<file path="src/rtl/stbs_pkg.sv">
// Shared types and constants for the sorted-table binary search core.
// Used by the controller, the datapath and the top level; no dependencies.
package stbs_pkg;

    localparam int TABLE_DEPTH = 256;
    localparam int KEY_W       = 32;
    localparam int IDX_W       = $clog2(TABLE_DEPTH);
    localparam int RANGE_W     = IDX_W + 1;
    localparam int BOUND_W     = IDX_W + 2;

    localparam logic OPC_LOAD   = 1'b0;
    localparam logic OPC_SEARCH = 1'b1;

    typedef logic [IDX_W-1:0]          t_idx;
    typedef logic signed [BOUND_W-1:0] t_bound;
    typedef logic signed [BOUND_W:0]   t_sum;
    typedef logic signed [KEY_W-1:0]   t_key;

    typedef enum logic [1:0] {
        DP_NOP,
        DP_START,
        DP_PROBE,
        DP_WALK
    } t_dp_op;

    typedef struct packed {
        t_dp_op op;
        logic   ram_wr;
        logic   out_load;
    } t_dp_cmd;

    typedef struct packed {
        logic in_empty;
        logic eq;
        logic srch_empty;
        logic mid_zero;
        logic walk_zero;
    } t_dp_status;

endpackage

</file>
<file path="src/rtl/stbs_ctrl.sv">
// Controller state machine: input/output handshakes and sequencing of probes.
// Depends on stbs_pkg; drives the datapath through t_dp_cmd.
module stbs_ctrl (
    input  logic                i_clk,
    input  logic                i_rst_n,
    input  logic                i_in_valid,
    output logic                o_in_ready,
    input  logic                i_opcode,
    output logic                o_out_valid,
    input  logic                i_out_ready,
    input  stbs_pkg::t_dp_status i_status,
    output stbs_pkg::t_dp_cmd   o_cmd
);

    typedef enum logic [1:0] {
        S_IDLE,
        S_PROBE,
        S_WALK,
        S_FINISH
    } t_state;

    t_state r_state;
    t_state n_state;
    logic   r_out_valid;
    logic   n_out_valid;

    always_comb begin
        n_state      = r_state;
        n_out_valid  = r_out_valid & ~i_out_ready;
        o_cmd.op       = stbs_pkg::DP_NOP;
        o_cmd.ram_wr   = 1'b0;
        o_cmd.out_load = 1'b0;
        case (r_state)
            S_IDLE: begin
                if (i_in_valid) begin
                    if (i_opcode == stbs_pkg::OPC_SEARCH) begin
                        o_cmd.op = stbs_pkg::DP_START;
                        n_state  = i_status.in_empty ? S_FINISH : S_PROBE;
                    end else begin
                        o_cmd.ram_wr = 1'b1;
                    end
                end
            end
            S_PROBE: begin
                o_cmd.op = stbs_pkg::DP_PROBE;
                if (i_status.eq) begin
                    n_state = i_status.mid_zero ? S_FINISH : S_WALK;
                end else if (i_status.srch_empty) begin
                    n_state = S_FINISH;
                end
            end
            S_WALK: begin
                o_cmd.op = stbs_pkg::DP_WALK;
                if (!i_status.eq || i_status.walk_zero) begin
                    n_state = S_FINISH;
                end
            end
            S_FINISH: begin
                if (!r_out_valid || i_out_ready) begin
                    o_cmd.out_load = 1'b1;
                    n_out_valid    = 1'b1;
                    n_state        = S_IDLE;
                end
            end
            default: begin
                n_state = S_IDLE;
            end
        endcase
    end

    always_ff @(posedge i_clk) begin
        if (!i_rst_n) begin
            r_state     <= S_IDLE;
            r_out_valid <= 1'b0;
        end else begin
            r_state     <= n_state;
            r_out_valid <= n_out_valid;
        end
    end

    assign o_in_ready  = (r_state == S_IDLE);
    assign o_out_valid = r_out_valid;

endmodule

</file>
<file path="config.mk">
export PLATFORM = sky130hd
export DESIGN_NAME = stbs_ctrl
export DESIGN_NICKNAME = d
export VERILOG_FILES = /design/src/rtl/stbs_pkg.sv /design/src/rtl/stbs_ctrl.sv
export SDC_FILE = /design/constraint.sdc
export NUM_CORES = 1
export LEC_CHECK = 0
export BUFFER_PORTS_ARGS = -buffer_cell sky130_fd_sc_hd__buf_2
export CELL_PAD_IN_SITES_DETAIL_PLACEMENT = 1
export CELL_PAD_IN_SITES_GLOBAL_PLACEMENT = 2
export CORE_MARGIN = 3
export CORE_UTILIZATION = 18
export CTS_CLUSTER_SIZE = 40
export DETAILED_ROUTE_END_ITERATION = 16
export PLACE_DENSITY_LB_ADDON = 0.1
export SETUP_SLACK_MARGIN = 0.1
export SKIP_LAST_GASP = 1
export SYNTH_ARGS = -nofsm -noshare
export SYNTH_HDL_FRONTEND = slang
export SYNTH_SLANG_ARGS = --single-unit
</file>
<file path="constraint.sdc">
create_clock -name i_clk -period 1.35 [get_ports i_clk]
set_input_delay 0.27 -clock i_clk [delete_from_list [all_inputs] [get_ports i_clk]]
set_output_delay 0.27 -clock i_clk [all_outputs]
set_load 0.005 [all_outputs]
</file>
### Word level (Yosys, flattened, before mapping)

Cells that the tools add are included.

* bits of input ports: 10
* bits in registers: 3
* word-level logic and storage cells: 36

* muxes and demuxes: 18
* reduce and logical (&&, ||, !) cells: 6
* bitwise gates (word level): 2
* equal/unequal tests: 8

Operators by type and width (count)
* $mux W2: 7
* $mux W1: 8
* $pmux W2 S4: 1
* $ne A2 B2 Y1 const B: 3
* $pmux W2 S3: 1
* $reduce_and A5 Y1: 1
* $eq A2 B2 Y1 const B: 2
* $mux W3: 1
* $ne A3 B3 Y1 const B: 1
* $eq A2 B1 Y1 const B: 1
* $logic_not A1 Y1: 2
* $logic_not A2 Y1: 1
* $logic_or A1 B1 Y1: 2
* $ne A2 B1 Y1 const B: 1
* $and A1 B1 Y1: 1
* $not A1 Y1: 1

### Longest topological paths before layout

Gate-level depths: netlist of the first run.

* word-level depth: 4
* gate-level depth with buffers: 6

### Least setup slack after synthesis of the first run

Ideal clock, no wire load.

* path type: reg-to-reg
* start point: register r_state[1]
* end point: register r_state[0]
* path buffers: 0
* setup time: 0.091 ns
* clock period less this slack: 1.329 ns
* data arrival time: 1.238 ns
* setup slack: 0.021 ns
* stages on the path, launching flop included: 7
* path through: dfxtp_1 -> inv_1 -> ha_1 -> nor3b_1 -> a31oi_2 -> a21oi_1 -> a311oi_1

* cells in the longest elaborated chain, start to end: 3

Ends and longest elaborated chain
* start, declared: line stbs_ctrl.sv:22 `t_state r_state;`
* start signal, assigned: line stbs_ctrl.sv:76 `r_state <= n_state;`
* $eq A2 B1 Y1, or another cell as far along: line stbs_ctrl.sv:33 `case (r_state)`
* $ne A3 B3 Y1 (no source line), or another cell as far along
* $reduce_and A5 Y1 (no source line)

Several ways; a longest one is shown, not always the timed one.
A chain may end at the register's enable or synchronous reset.

==> results_dict.tcl, run 1 <==
set metrics [dict create \
    timing.fmax_mhz 701.3 \
    r2r-end "r_state[1]" \
    finalSetupViolations 6 \
    syn_inst 30 \
    pwr-share-clk 0.135 \
    synth.avg_cell_area_um2 8.800 \
    dp_hpwl_um 627.5 \
    swShare 0.3712 \
    antennaDiodeCount 0 \
    hold_violations 0 \
    detail_route.vias_per_cell 4.389 \
    final-max-slew-violation-count 0 \
    root_buffer "clkbuf_4" \
    area_growth_pct 86.26 \
    ys_seq_area_frac 0.2275 \
    gp_congestion 0.6573 \
    cts-hold-fix-buffers 0 \
    reg2reg_depth 7 \
    clk_pin_slew_worst_paths_ps 40 \
    worstSetupEndpointType "output port" \
    portBuffers 15 \
    nFillCells 165 \
    cts_tree "done" \
    clock_latency_ps 230 \
    synth_nets 44 \
    drc 0 \
    worst_hold_path_type "in -> reg" \
    die-height_um 44.30 \
    finalCritPeriodShare 1.056 \
    synth-seq-cells 3 \
    final_cell_count_no_fill 72 \
    synth.distinct_cells 15 \
    hold_end "o_out_valid" \
    cts_buffers 3 \
    layout-drive-gt1-share 0.6140 \
    crit_required_ps 1080 \
    pwr-share-seq 0.143 \
    grt_pass1_wl_mm 1.373 \
    worst-setup-path-type "reg -> out" \
    combPwrFrac 0.722 \
    dieArea_um2 1962 \
    antenna_found_initial 0 \
    layout_commonest_cell "buf_2" \
    die_width_um 44.30 \
    violations "negative setup slack" \
    place_inst 66 \
    rsz0062_at_grt "yes" \
    post_drt_wl_per_cell_um 11.54 \
    detail-route-antenna-nets 0 \
    vias 316 \
    start_kind "register" \
    dr.first_iter.drc_count 1 \
    maxSlewHeadroom 0.8357 \
    io_pins 16 \
    worst_slack_ps -75.99 \
    rrSetupSlack_ps -40 \
    status "finished with violations" \
    cts.sinks 3 \
    grt_max_degree 5 \
    intPower_w 0.0007268 \
    power_per_cell_area_nw_per_um2 2351 \
    holdPathStages 3 \
    fin_area_um2 491.7 \
    regToRegStartpoint "r_state[1]" \
    cp_data_arrival_time_ps 1160 \
    critPathMaxFanout 3 \
    tightest_slew_ps 244.8 \
    cts_buffer_depth 2 \
    globalRouteTotalUtil 0.09718 \
    layout_common_cells "buf_2, buf_4, nor2_1" \
    min-delay-start "i_rst_n" \
    firstDrtPassIters 2 \
    rows 13 \
    yosysWarningCount 0 \
    leakagePower_nw 0.2461 \
    routed_wl_um 831 \
    p_switching_w 0.0004290 \
    cap_viol_max_count 0 \
    clock_skew_ps 2.157 \
    start_util 0.1979 \
    htree_levels 1 \
    grt.overflow.total 0 \
    startpoint "r_state[1]" \
    layout.nets 72 \
    vdd_ir_drop_max_mv 0.8243 \
    register_area_um2 62.56 \
    multi_input_area_um2 220.2 \
    placed_area_um2 406.6 \
    core-area_um2 1334 \
    first_global_vias 336 \
    period_needed_ps 1426 \
    pre_cts_ws_ps -17.56 \
    syn_area_um2 264.0 \
]
state kept, by name, indices dropped and copies added, names as in the netlist:
register and flops:
o_out_valid 1, r_state 2
cells in the mapped netlist (all sizes together):
cell | number | area share
and2b | 1 | 0.028
nand2b | 1 | 0.024
ha | 4 | 0.19
nor2b | 1 | 0.052
nor3b | 1 | 0.028
a41o | 1 | 0.038
a21oi | 2 | 0.038
a311oi | 3 | 0.10
nand2 | 2 | 0.028
a22oi | 1 | 0.047
mux2i | 1 | 0.038
dfxtp | 3 | 0.23
nor2 | 4 | 0.057
inv | 4 | 0.057
a31oi | 1 | 0.047
through the flow:
step             util  TNS (ps)  total power, W  hold WS [ps]
4_1_cts        0.3687    -327.9        0.001172         293.8
3_3_place_gp   0.3049         0       0.0007971         528.7
6_report       0.3687    -228.0        0.001156         296.6
5_1_grt        0.3687    -633.4        0.001264         335.0
2_1_floorplan       -         0       0.0004921         420.2
3_5_place_dp   0.3049    -17.56       0.0007975         533.4
layout make-up:
cell class / instances / share of cell area
Multi-Input combinational cell: 23 / 0.4478
Timing Repair Buffer: 23 / 0.3028
Sequential cell: 3 / 0.1272
Clock buffer: 4 / 0.05344
Tap cell: 15 / 0.03817
Inverter: 4 / 0.03053
how the worst max path moves through the flow:
stage,to,slack (ps),cells past startpoint
6_report,o_cmd[2],-80,5
5_1_grt,r_state[1],-120,6
4_1_cts,o_cmd[2],-100,5
3_5_place_dp,r_state[0],-20,5
3_3_place_gp,r_state[0],10,6
2_1_floorplan,r_state[0],80,6
cell families (layout without fill, tap and decap cells):
| logic type | count (synthesis) | count (layout) | synth area share |
|---|---|---|---|
| mux | 1 | 1 | 0.03792 |
| buf+inv | 4 | 31 | 0.05686 |
| fa+ha+maj | 4 | 4 | 0.1896 |
| simple gates | 10 | 10 | 0.2180 |
| flops | 3 | 3 | 0.2275 |
| compound gates | 8 | 8 | 0.2701 |
power groups by stage:
stage	combinational (W)	clock (W)	sequential [W]
floorplan	0.000327	0	0.000166
global placement	0.000640	0	0.000157
detailed placement	0.000639	0	0.000159
CTS	0.000841	0.000165	0.000166
global route	0.000923	0.000167	0.000174
finish	0.000834	0.000156	0.000166
critical path: stages, from the launching register on:
cell     delay, ps
dfxtp_2        330
inv_2           40
buf_6          120
buf_6          100
a41o_1         210
buf_2          120
timing repair:
| action | 4_1_cts | 5_1_grt |
|---|---|---|
| setup endpoints to repair | 7 | 7 |
| resized for setup | 8 | 0 |
| hold endpoints to repair | 0 | 0 |
| pin swaps | 5 | 0 |
| setup buffers | 2 | 0 |
metal layers:
layer / global-route usage / routed length, µm / vias up
met5: 0 / 0 / -
met4: 0.07229 / 11 / 0
met3: 0.01220 / 25 / 2
met2: 0.1628 / 427 / 7
met1: 0.1114 / 366 / 145
li1: - / - / 162
(Power assumes the default switching activity.)
==> inputs of run 2 (changes only) <==
Settings changed: BUFFER_PORTS_ARGS -buffer_cell sky130_fd_sc_hd__buf_2 to default, CORE_AREA from default to 3 3 40 42, CORE_MARGIN 3 to default, CORE_UTILIZATION 18 to default, DIE_AREA from default to 0 0 43 45, DONT_BUFFER_PORTS from default to 1.
==> run 2 against run 1 <==
  * The flow now finishes without violations
  * Design area is 11% lower
  * Final cell count fell by 22%
  * Clock power is essentially flat
  * Wire length down 12%
==> results_dict.tcl, run 2 (synthesis gave the netlist of run 1 again) <==
set metrics [dict create \
    rows 13 \
    rrSetupSlack_ps 70 \
    layout_commonest_cell "buf_4" \
    detail_route.vias_per_cell 4.839 \
    grt.overflow.total 0 \
    holdPathStages 2 \
    antennaDiodeCount 0 \
    gp_congestion 0.7298 \
    start_util 0.2055 \
    worst-setup-path-type "reg -> out" \
    tightest_slew_ps 271.2 \
    routed_wl_um 730 \
    area_growth_pct 64.93 \
    pwr-share-seq 0.155 \
    die_width_um 43 \
    cts_buffers 3 \
    status "completed" \
    setup_tns_ps 0 \
    dp_hpwl_um 608 \
    post_drt_wl_per_cell_um 13.04 \
    cp_data_arrival_time_ps 1040 \
    period_needed_ps 1310 \
    swShare 0.3897 \
    layout-drive-gt1-share 0.5854 \
    hold_end "o_out_valid" \
    cts-hold-fix-buffers 0 \
    p_switching_w 0.0004234 \
    vias 271 \
    reg2reg_depth 6 \
    rsz0062_at_grt "yes" \
    cp_cell_sequence "inv_2 > ha_4 > a41o_1" \
    combPwrFrac 0.701 \
    grt_pass1_wl_mm 1.304 \
    clk_pin_slew_worst_paths_ps 30 \
    regToRegStartpoint "r_state[1]" \
    cts_buffer_depth 2 \
    worst_hold_path_type "in -> reg" \
    largest_register_ffs 2 \
    nFillCells 151 \
    grt_max_degree 6 \
    vdd_ir_drop_max_mv 0.7242 \
    htree_levels 1 \
    maxSlewHeadroom 0.8179 \
    core-area_um2 1285 \
    layout.nets 56 \
    globalRouteTotalUtil 0.09310 \
    drc 0 \
    final_core_utilization 0.3389 \
    clock_latency_ps 230 \
    max_stage_delay_ps 350 \
    root_buffer "clkbuf_4" \
    hold_violations 0 \
    r2r-end "r_state[1]" \
    detail-route-antenna-nets 0 \
    crit_required_ps 1080 \
    leakagePower_nw 0.1799 \
    io_pins 16 \
    timing.fmax_mhz 763.2 \
    layout_common_cells "buf_4, a311oi_1, clkbuf_4" \
    start_kind "register" \
    dr.first_iter.drc_count 1 \
    finalCritPeriodShare 0.9706 \
    power_per_cell_area_nw_per_um2 2495 \
    multi_input_area_um2 250.2 \
    cts_tree "done" \
    min-delay-start "i_rst_n" \
    firstDrtPassIters 2 \
    critPathSlowestCell "dfxtp_2" \
    critPathMaxFanout 5 \
    antenna_found_initial 0 \
    largest-register "r_state" \
    first_global_vias 295 \
    clock_skew_ps 0.01324 \
    cap_viol_max_count 0 \
    finalSetupViolations 0 \
    dieArea_um2 1935 \
    die-height_um 45 \
    final-max-slew-violation-count 0 \
    register_area_um2 62.56 \
    intPower_w 0.0006631 \
    portBuffers 0 \
    cts.sinks 3 \
    worstSetupEndpointType "output port" \
    pwr-share-clk 0.144 \
]
-- run 2: cell count changes in the layout (fill, tap and decap cells not counted), sizes merged --
cell,delta
buf,-16
-- run 2: how the worst max path moves through the flow --
stage               startpoint          to  slack (ps)  cells past startpoint
finish              r_state[0]    o_cmd[2]          40                      3
floorplan           r_state[1]  r_state[0]          80                      6
global route        r_state[1]  r_state[1]         -30                      6
CTS                 r_state[0]    o_cmd[2]          60                      3
detailed placement  r_state[0]  r_state[0]         -10                      5
global placement    r_state[1]  r_state[0]          20                      6
-- run 2: layer usage --
layer | up-vias | GRT usage | wire length (µm)
met5 | - | 0 | 0
li1 | 129 | - | -
met1 | 126 | 0.09592 | 291
met4 | 0 | 0.03614 | 0
met3 | 0 | 0.06375 | 89
met2 | 16 | 0.1497 | 349
-- run 2: per-stage QoR --
step           setup slack, ps  hold WS, ps  cell area [µm²]   power, W  instances
2_1_floorplan            75.20        420.2            267.8  0.0004921         30
3_3_place_gp             22.63        446.8            324.1  0.0006993         50
3_5_place_dp            -10.55        449.7            324.1  0.0007145         50
4_1_cts                  58.53        207.2            424.2   0.001066         56
5_1_grt                 -26.81        224.3            435.4   0.001192         56
6_report                 39.67        205.7            435.4   0.001086         56
-- run 2: area by class of cell --
| cell class | count | share of cell area |
|---|---|---|
| Tap cell | 15 | 0.04310 |
| Clock buffer | 4 | 0.06034 |
| Timing Repair Buffer | 7 | 0.1379 |
| Inverter | 4 | 0.04023 |
| Sequential cell | 3 | 0.1437 |
| Multi-Input combinational cell | 23 | 0.5747 |
-- run 2: worst max-delay path, delay by kind of cell (launching register included) --
| family | cells | cell delay [ps] |
|---|---|---|
| compound gates | 1 | 220 |
| fa+ha+maj | 1 | 180 |
| buf+inv | 1 | 60 |
| flops | 1 | 350 |
-- run 2: power groups by stage --
stage	combinational [W]	clock [W]	sequential, W
2_1_floorplan	0.000327	0	0.000166
6_report	0.000762	0.000157	0.000168
4_1_cts	0.000738	0.000164	0.000164
3_3_place_gp	0.000544	0	0.000156
5_1_grt	0.000844	0.000175	0.000174
3_5_place_dp	0.000558	0	0.000157
-- run 2: timing repair --
item,in CTS,in global routing
setup buffers,2,0
resized for setup,13,3
endpoints found under the hold margin,0,0
setup endpoints to repair,7,6
pin swaps,5,2
==> inputs of run 3 (changes only) <==
Settings changed: SETUP_SLACK_MARGIN 0.1 to default.
==> run 3 against run 2 <==
  * The run now ends with negative setup slack left
  * Utilization up 4.8 points
  * Sequential share of layout area down 1.3 points
  * Hold slack better by 5.5 ps
  * Register-to-register slack worse by 80 ps
  * First-iteration DRC count unchanged
  * Flip-flop and latch count unchanged
  * Critical path depth up 1
  * Critical endpoint is now o_cmd[0]
  * Largest power group unchanged
  * Highest routed layer is now met4
==> results_dict.tcl, run 3 (synthesis gave the netlist of run 1 again) <==
set metrics [dict create \
    hold_violations 0 \
    cp_data_arrival_time_ps 1130 \
    startpoint "r_state[0]" \
    vdd_ir_drop_max_mv 0.9048 \
    fin_area_um2 496.7 \
    die-height_um 45 \
    cts.sinks 3 \
    final-max-slew-violation-count 0 \
    power_per_cell_area_nw_per_um2 2558 \
    clock_skew_ps 1.237 \
    core-area_um2 1285 \
    dr.first_iter.drc_count 1 \
    holdPathStages 2 \
    maxSlewHeadroom 0.7601 \
    antennaDiodeCount 0 \
    globalRouteTotalUtil 0.1064 \
    grt_max_degree 5 \
    dp_hpwl_um 660.9 \
    status "finished with violations" \
    finalSetupViolations 4 \
    rrSetupSlack_ps -10 \
    grt.overflow.total 0 \
    period_needed_ps 1401 \
    first_global_vias 322 \
    reg2reg_depth 6 \
    cts_tree "done" \
    detail_route.vias_per_cell 4.794 \
    start_util 0.2055 \
    io_pins 16 \
    root_buffer "clkbuf_4" \
    largest_register_ffs 2 \
    htree_levels 1 \
    largest-register "r_state" \
    timing.fmax_mhz 713.6 \
    min-delay-start "i_rst_n" \
    gp_congestion 0.6535 \
    whs_ps 211.2 \
    area_growth_pct 88.15 \
    layout_commonest_cell "buf_4" \
    worst_hold_path_type "in -> reg" \
    cts_buffer_depth 2 \
    crit_required_ps 1080 \
    worstSetupEndpointType "output port" \
    cts-hold-fix-buffers 0 \
    drc 0 \
    cap_viol_max_count 0 \
    post_drt_wl_per_cell_um 13.98 \
    start_kind "register" \
    worst_slack_ps -51.41 \
    layout-drive-gt1-share 0.6250 \
    placed_area_um2 342.8 \
    finalCritPeriodShare 1.038 \
    layout_common_cells "buf_4, buf_6, a311oi_1, ha_4, clkbuf_4" \
    die_width_um 43 \
    regToRegStartpoint "r_state[0]" \
    clk_pin_slew_worst_paths_ps 40 \
    vias 302 \
    rsz0062_at_grt "yes" \
    clock_latency_ps 230 \
    tightest_slew_ps 359.0 \
    layout.nets 63 \
    rows 13 \
    firstDrtPassIters 2 \
    leakagePower_nw 0.2132 \
    portBuffers 0 \
    critPathMaxFanout 4 \
    violations "negative setup slack" \
    routed_wl_um 881 \
    dieArea_um2 1935 \
    antenna_found_initial 0 \
    grt_pass1_wl_mm 1.449 \
    detail-route-antenna-nets 0 \
    cts_buffers 3 \
    worst-setup-path-type "reg -> out" \
    nFillCells 148 \
]
## run 3: cell types whose count changed in the layout (fill, tap and decap cells not counted)
cell     previous run  this run
buf_4               5        10
ha_2                1         0
nor3b_4             1         0
dfxtp_2             2         1
nor3b_1             0         1
dfxtp_4             0         1
ha_4                2         3
buf_6               2         4
## run 3: metrics by stage
stage                     instances  setup TNS [ps]  total power [W]  utilization  setup WS (ps)
after floorplan                  30               0        0.0004751            -          21.31
after global placement           53          -115.7        0.0007474       0.2668         -67.51
after detailed placement         53          -159.6        0.0007630       0.2668         -83.99
after CTS                        62          -53.54         0.001155       0.3476         -46.88
after global routing             63          -337.2         0.001383       0.3866         -103.2
final                            63          -74.98         0.001271       0.3866         -51.41
## run 3: worst max-delay path, stage by stage, from the launching register on
cell     delay (ps)
dfxtp_4         360
buf_6           120
ha_4            150
buf_6           100
and2b_1         160
## run 3: layer usage
metal / global-route usage / wire length, µm
met4: 0.07229 / 22
met3: 0.02789 / 55
met5: 0 / 0
met2: 0.1826 / 472
met1: 0.1151 / 330
## run 3: layout make-up
cell class / instances / area, µm² / area share
inverters: 4 / 17.52 / 0.03526
multi-input cells: 23 / 249.0 / 0.5013
clock buffers: 4 / 26.28 / 0.05290
flip-flops and latches: 3 / 65.06 / 0.1310
well taps: 15 / 18.77 / 0.03778
repair buffers: 14 / 120.1 / 0.2418
## run 3: timing repair
item                                    in CTS  in global routing
pin swaps                                    7                  5
resized for setup                           12                  9
endpoints found under the setup margin       6                  6
buffers inserted                             5                  1
## run 3: path summary, 6_finish.rpt
kind	to
worst max-delay path	o_cmd[0]
worst min register to register	o_out_valid
worst max register to register	r_state[1]
worst min-delay path	r_state[1]
## run 3: power by group
| part | total [W] | internal (W) | switching [W] |
|---|---|---|---|
| combinational | 0.000918 | 0.000538 | 0.000380 |
| sequential | 0.000195 | 0.000139 | 0.0000558 |
| clock | 0.000158 | 0.000111 | 0.0000469 |
